===== src/rtl/xdfd_pkg.sv =====
// ----------------------------------------------------------------------------
// xdfd_pkg
// Types and constants shared by the delta frame decoder modules.
// ----------------------------------------------------------------------------
package xdfd_pkg;

  localparam logic [1:0] ACT_DELTA   = 2'd0;
  localparam logic [1:0] ACT_READ    = 2'd1;
  localparam logic [1:0] ACT_RESTART = 2'd2;
  localparam logic [1:0] ACT_IDLE    = 2'd3;

  localparam logic [1:0] ST_OK    = 2'd0;
  localparam logic [1:0] ST_END   = 2'd1;
  localparam logic [1:0] ST_ERROR = 2'd2;

  localparam logic [1:0] REG_ROW_WIDTH   = 2'd0;
  localparam logic [1:0] REG_ROW_STRIDE  = 2'd1;
  localparam logic [1:0] REG_COPY_MODE   = 2'd2;
  localparam logic [1:0] REG_FRAME_LIMIT = 2'd3;

  localparam logic       DO_XOR      = 1'b0;
  localparam logic [7:0] WORD_ESCAPE = 8'd128;
  localparam logic [16:0] POS_MAX    = 17'h1FFFF;

  typedef enum logic [2:0] {
    PH_OPCODE, PH_SRUN_COUNT, PH_SRUN_VALUE, PH_WORD_LO, PH_WORD_HI, PH_DUMP, PH_LRUN_VALUE
  } phase_t;

  typedef enum logic [2:0] {
    BK_IDLE, BK_CLEAR, BK_ADV, BK_WRITE, BK_RMW, BK_READ, BK_DONE, BK_NORM
  } back_state_t;

  typedef struct packed {
    logic [1:0]  action;
    logic [7:0]  delta_byte;
    logic [15:0] read_address;
  } in_item_t;

  typedef struct packed {
    logic [7:0]  read_data;
    logic [1:0]  status;
    logic [15:0] bytes_used;
  } out_item_t;

  // work command from front to back
  typedef enum logic [2:0] {
    CMD_NONE, CMD_ADVANCE, CMD_WRITE, CMD_RUN, CMD_READ, CMD_END, CMD_RESTART, CMD_CHECK
  } cmd_kind_t;

  typedef struct packed {
    cmd_kind_t   kind;
    logic [15:0] count;
    logic [7:0]  value;
    logic [15:0] addr;
    logic [15:0] used;
  } cmd_t;

endpackage


===== src/rtl/xdfd_front.sv =====
// ----------------------------------------------------------------------------
// xdfd_front
// Parses the delta byte stream into position, write, limit-check and end commands,
// and passes reads and restarts through.
module xdfd_front (
  input  logic               clk,
  input  logic               rst,
  input  logic               take,
  input  xdfd_pkg::in_item_t item,
  input  logic               err,
  output xdfd_pkg::cmd_t     cmd
);

  xdfd_pkg::phase_t phase, phase_next;
  logic [14:0] op_count, op_count_next;
  logic [7:0]  word_low_byte, word_low_next;
  logic [15:0] byte_counter, byte_counter_next;
  logic [15:0] word;
  logic [15:0] cnt_inc;

  always_comb begin
    cnt_inc = (byte_counter != 16'hFFFF) ? byte_counter + 16'd1 : byte_counter;
    word = {item.delta_byte, word_low_byte};
    phase_next = phase;
    op_count_next = op_count;
    word_low_next = word_low_byte;
    byte_counter_next = byte_counter;
    cmd = '0;
    cmd.kind = xdfd_pkg::CMD_NONE;
    cmd.addr = item.read_address;
    cmd.value = item.delta_byte;
    if (take) begin
      unique case (item.action)
        xdfd_pkg::ACT_READ: cmd.kind = xdfd_pkg::CMD_READ;
        xdfd_pkg::ACT_RESTART: begin
          cmd.kind = xdfd_pkg::CMD_RESTART;
          phase_next = xdfd_pkg::PH_OPCODE;
          op_count_next = '0;
          word_low_next = '0;
          byte_counter_next = '0;
        end
        xdfd_pkg::ACT_IDLE: cmd.kind = xdfd_pkg::CMD_NONE;
        xdfd_pkg::ACT_DELTA: begin
          if (!err) begin
            byte_counter_next = cnt_inc;
            unique case (phase)
              xdfd_pkg::PH_OPCODE: begin
                if (item.delta_byte == 8'd0) begin
                  phase_next = xdfd_pkg::PH_SRUN_COUNT;
                end else if (item.delta_byte < xdfd_pkg::WORD_ESCAPE) begin
                  // dump: limit check only, the data bytes follow
                  cmd.kind = xdfd_pkg::CMD_CHECK;
                  cmd.count = {8'd0, item.delta_byte};
                  op_count_next = {7'd0, item.delta_byte};
                  phase_next = xdfd_pkg::PH_DUMP;
                end else if (item.delta_byte == xdfd_pkg::WORD_ESCAPE) begin
                  phase_next = xdfd_pkg::PH_WORD_LO;
                end else begin
                  cmd.kind = xdfd_pkg::CMD_ADVANCE;
                  cmd.count = {9'd0, item.delta_byte[6:0]};
                end
              end
              xdfd_pkg::PH_SRUN_COUNT: begin
                op_count_next = {7'd0, item.delta_byte};
                phase_next = xdfd_pkg::PH_SRUN_VALUE;
              end
              xdfd_pkg::PH_SRUN_VALUE, xdfd_pkg::PH_LRUN_VALUE: begin
                phase_next = xdfd_pkg::PH_OPCODE;
                cmd.kind = xdfd_pkg::CMD_RUN;
                cmd.count = {1'b0, op_count};
              end
              xdfd_pkg::PH_WORD_LO: begin
                word_low_next = item.delta_byte;
                phase_next = xdfd_pkg::PH_WORD_HI;
              end
              xdfd_pkg::PH_WORD_HI: begin
                phase_next = xdfd_pkg::PH_OPCODE;
                if (word == 16'd0) begin
                  cmd.kind = xdfd_pkg::CMD_END;
                  cmd.used = cnt_inc;
                  phase_next = xdfd_pkg::PH_OPCODE;
                  op_count_next = '0;
                  word_low_next = '0;
                  byte_counter_next = '0;
                end else if (!word[15]) begin
                  cmd.kind = xdfd_pkg::CMD_ADVANCE;
                  cmd.count = word;
                end else if (!word[14]) begin
                  // the limit is checked even for an empty dump
                  op_count_next = word[14:0];
                  cmd.kind = xdfd_pkg::CMD_CHECK;
                  cmd.count = {2'd0, word[13:0]};
                  if (word[13:0] != 14'd0) phase_next = xdfd_pkg::PH_DUMP;
                end else begin
                  op_count_next = {1'b0, word[13:0]};
                  phase_next = xdfd_pkg::PH_LRUN_VALUE;
                end
              end
              xdfd_pkg::PH_DUMP: begin
                cmd.kind = xdfd_pkg::CMD_WRITE;
                cmd.count = 16'd1;
                op_count_next = op_count - 15'd1;
                if (op_count == 15'd1) phase_next = xdfd_pkg::PH_OPCODE;
              end
              default: phase_next = xdfd_pkg::PH_OPCODE;
            endcase
          end
        end
        default: cmd.kind = xdfd_pkg::CMD_NONE;
      endcase
    end
  end

  always_ff @(posedge clk) begin
    if (rst) begin
      phase <= xdfd_pkg::PH_OPCODE;
      op_count <= '0;
      word_low_byte <= '0;
      byte_counter <= '0;
    end else begin
      phase <= phase_next;
      op_count <= op_count_next;
      word_low_byte <= word_low_next;
      byte_counter <= byte_counter_next;
    end
  end

endmodule


===== config.mk =====
export PLATFORM = sky130hd
export DESIGN_NAME = xdfd_front
export DESIGN_NICKNAME = d
export VERILOG_FILES = /design/src/rtl/xdfd_pkg.sv /design/src/rtl/xdfd_front.sv
export SDC_FILE = /design/constraint.sdc
export NUM_CORES = 1
export LEC_CHECK = 0
export CELL_PAD_IN_SITES_DETAIL_PLACEMENT = 0
export CELL_PAD_IN_SITES_GLOBAL_PLACEMENT = 1
export CORE_MARGIN = 10
export CORE_UTILIZATION = 41
export DETAILED_ROUTE_END_ITERATION = 7
export DONT_BUFFER_PORTS = 1
export PLACE_DENSITY_LB_ADDON = 0.05
export SLEW_MARGIN = 0
export SYNTH_ARGS = -nofsm -noshare
export SYNTH_HDL_FRONTEND = slang
export SYNTH_SLANG_ARGS = --single-unit

===== constraint.sdc =====
create_clock -name clk -period 2.1 [get_ports clk]
set_input_delay 0.21 -clock clk [delete_from_list [all_inputs] [get_ports clk]]
set_output_delay 0.21 -clock clk [all_outputs]
set_load 0.05 [all_outputs]

; After elaboration in Yosys (flattened, before gate mapping)
; Cells that the tools add are included.
[word_totals]
elab_cells = 83
regBits = 42
output_inout_bits = 59
input_bits = 30
[classes]
n_eq_ne = 21
mux = 44
add_sub_neg = 2
order_cmp = 1
reduce_logical = 11
[ops]
columns = cell, n
row1 = $mux 16, 11
row2 = $mux 19, 6
row3 = $pmux 19 s4, 1
row4 = $mux 15, 5
row5 = $pmux 15 s4, 1
row6 = $pmux 16 s2, 1
row7 = $pmux 8 s2, 2
row8 = $mux 3, 10
row9 = $pmux 15 s2, 1
row10 = $mux 17, 1
row11 = $add 16x1->16 const B, 1
row12 = $logic_not 16->1, 1
row13 = $mux 8, 2
row14 = $ne 16x16->1 const B, 1
row15 = $eq 15x1->1 const B, 1
row16 = $pmux 3 s5, 1
row17 = $sub 15x1->15 const B, 1
row18 = $reduce_bool 14->1, 1
row19 = $ne 3x3->1 const B, 4
row20 = $pmux 3 s4, 1
row21 = $reduce_and 5->1, 2
row22 = $eq 3x3->1 const B, 3
row23 = $eq 8x8->1 const B, 1
row24 = $logic_not 8->1, 1
row25 = other kinds (17), 19

; Logic depth before layout (Yosys ltp)
[depth]
ltp_word = 8
depth_mapped = 9

; Worst setup path before layout
; No wires, ideal clock.
[synth_timing]
path_type = flip-flop to output port
startpoint = register phase[1]
endpoint = output port cmd[14] (netlist bit)
path_buffers = 0
arrival_time_ns = 2.624
setup_slack_ns = -0.734
path_stages_with_launch = 5
cell_sequence = dfxtp_1 > or4b_2 > nor3_2 > nand2_1 > a211oi_1
[synth_rtl]
columns = element, line
row1 = "start, declared", xdfd_front.sv:14  ; xdfd_pkg::phase_t phase, phase_next;
row2 = "start signal, assigned", xdfd_front.sv:116  ; phase <= xdfd_pkg::PH_OPCODE;
row3 = "start signal, assigned", xdfd_front.sv:121  ; phase <= phase_next;
row4 = "end, declared", xdfd_front.sv:11  ; output xdfd_pkg::cmd_t cmd

==> results.yml <==
floorplanning:
  die-area_sq_mm: 0.01234
  rows: 33
  die_h_um: 111.1
  fp.dieW_um: 111.1
  io_pins: 89
  start_util_pct: 41.81
  core_area_sq_mm: 0.008134
grt:
  grt_pass1_wl_um: 19730
  grt_pass1_vias: 3745
  overflow: 0
  antenna_found_initial: 0
  grt_max_degree: 23
  grt.total_usage_pct: 18.84
setup_path:
  r2r_cells: 10
  cp-end-kind: "primary output"
  rr_endpoint: "byte_counter[13]"
  timing.rr.start: "word_low_byte[0]"
  cp-startpoint: "byte_counter[1]"
  cp.required_ps: 1890
  start_kind: "register"
  r2r_slack_ps: 40
  crit_path_end: "cmd[8]"
  crit_type: "reg -> out"
  crit_fanout: 6
  worst_ep_arrival_time_ps: 2100
min_path:
  min_path_type: "in -> reg"
  hp-start: "rst"
drt:
  wl_per_cell_um: 19.27
  ant_nets: 0
  drt_wl_total_um: 12720
  drt_pass1_iterations: 6
  dr.first_iter.drc_count: 258
  vias: 3919
  drc_errors: 0
  avgViaCountPerCell: 5.938
place:
  place.gp.congestion: 0.8708
  dp_slack_ps: -86.77
  post-dp-hpwl_um: 8613
  io_buffers: 0
  placed_area_sq_mm: 0.004506
synthesis:
  synth_edf_count: 0
  ys_ff_latch: 42
  synthAdderAreaFrac_pct: 1.104
  synthFlopType: "dfxtp_1"
  synth_xor_area_share_pct: 4.378
  synth_nets: 502
  yosysWarnings: 0
  synth_area_per_cell_sq_um: 7.251
  yosys.area_share.simple_pct: 32.12
  synthMuxAreaShare_pct: 0.8830
  seq_area_frac_synth_pct: 24.72
  synth-async-reset-ratio_pct: 0
  synth_cell_types: 68
  synth.top_cell.area_share_pct: 24.72
  synth_top_family_by_area: "simple AND/OR/NAND/NOR gates"
  synth-compound-area-share_pct: 25.61
  synth_top_cell_by_area: "dfxtp_1"
  synthCells: 469
  syn_area_sq_mm: 0.003401
  synth.area.top_cells: "dfxtp_1 25%, nor2_1 7.1%, nand2_1 5.6%"
timing:
  fin_ws_ps: -210.4
  slew_viol_final: 0
  fin_crit_sh_pct: 110.0
  whs_ps: 26.94
  setup_viol: 17
  rsz0062_at_grt: "yes"
  finalCriticalPeriod_ps: 2310
  fmax_mhz: 432.8
  fin_skew_ps: 7.666
  worst_slew_pin_slew_ps: 797.9
  max_slew_margin_pct: 46.63
  hold_violations: 0
power:
  p_per_area_mw_per_mm2: 332.0
  leakage_nw: 1.862
  ir_worst_vdd_v: 0.0002732
cts:
  cts_max_level: 2
  clk_pin_slew_ps: 80
  cts_buffer_depth: 2
  cts_root_buf: "clkbuf_8"
  cts_tree: "done"
  cts_buffers: 5
  clock_sinks: 42
  insertion_delay_ps: 300
final_layout:
  drive_gt1_share_pct: 40.90
  layout_commonest_cell: "buf_4"
  antenna_cells: 0
  final_nets: 588
  mostFrequentLayoutCells: "97 x buf_4, 48 x nand2_1, 38 x nor2_1"
  area_growth_pct: 48.90
  final_area_sq_mm: 0.005064
run_status:
  run_status: "complete, but fails checks"
  failed_checks: "setup timing"
job:
  maxCapViolations: 0
sequential cells by signal, indices dropped and copies added, names as in the netlist:
register / flops
op_count: 15
phase: 3
byte_counter: 16
word_low_byte: 8
cell type report:
cell class              instances  area [sq um]
clock buffers                   7         76.32
fillers                       706          3070
inverters                      11         41.29
multi-input cells             362          2645
flip-flops and latches         42         853.3
well taps                     105         131.4
repair buffers                133          1316
per-stage QoR:
stage	total power, W	std cells	util (%)	TNS (ps)
after floorplan	0.001176	469	-	-854.2
after global placement	0.001132	628	55.39	-113.4
after detailed placement	0.001133	628	55.39	-440.1
after CTS	0.001660	644	59.50	-2841
after global routing	0.001743	660	62.25	-4565
final	0.001681	660	62.25	-2754
critical path: stages (launching register included):
cell     delay (ps)
dfxtp_2         350
ha_4            140
buf_4           120
and4_1          220
o31a_1          290
nand4_1         200
xor2_1          210
nor2_4          130
buf_12          140
power breakdown:
part           switching (W)  internal [W]
combinational       0.000192      0.000154
sequential         0.0000100      0.000805
clock               0.000290      0.000230
total               0.000492       0.00119
synth_stat cells, types with 7 or more instances:
library cell / instances
nor2_1: 64
nand2_1: 51
dfxtp_1: 42
a21oi_1: 28
buf_4: 25
clkbuf_1: 24
a31oi_1: 16
nor3_1: 16
o21ai_0: 16
nand3_1: 14
nand3b_1: 12
inv_1: 11
a22oi_1: 10
nand4_1: 10
o21ai_1: 10
xnor2_1: 10
nand2b_1: 8
nor4_1: 7
xor2_1: 7
timing repair:
| action | in CTS | in global routing |
|---|---|---|
| setup endpoints to repair | 34 | 44 |
| gates resized for setup | 45 | 24 |
| hold buffers | 1 | 0 |
| gates cloned | 1 | 3 |
| pin swaps | 20 | 17 |
| buffers inserted | 8 | 14 |
| endpoints found under the hold margin | 16 | 0 |
metal layers:
| layer | routed length, um | track usage [%] | up-vias | share of wire [%] |
|---|---|---|---|---|
| met5 | 0 | 0 | - | 0 |
| met4 | 162 | 4.799 | 0 | 1.3 |
| met3 | 967 | 4.870 | 16 | 7.6 |
| met2 | 6183 | 32.04 | 163 | 49 |
| met1 | 5406 | 22.96 | 1884 | 43 |
| li1 | - | - | 1856 | - |
how the worst min path moves through the flow:
stage | to | slack [ps] | cells past startpoint
after floorplan | word_low_byte[0] | 340 | 2
after global placement | byte_counter[0] | 290 | 1
after detailed placement | byte_counter[0] | 280 | 1
after CTS | byte_counter[7] | 10 | 1
after global routing | byte_counter[7] | 10 | 1
final | byte_counter[7] | 30 | 1
logic make-up (layout without fill, tap and decap cells):
kind of cell,count (synthesis),in the layout
mux,3,3
flops,42,42
other cells,1,1
xor+xnor,17,17
fa+ha+maj,3,3
buf+inv,68,151
compound gates,123,124
simple gates,212,214
Power figures use the tool's default switching activity.
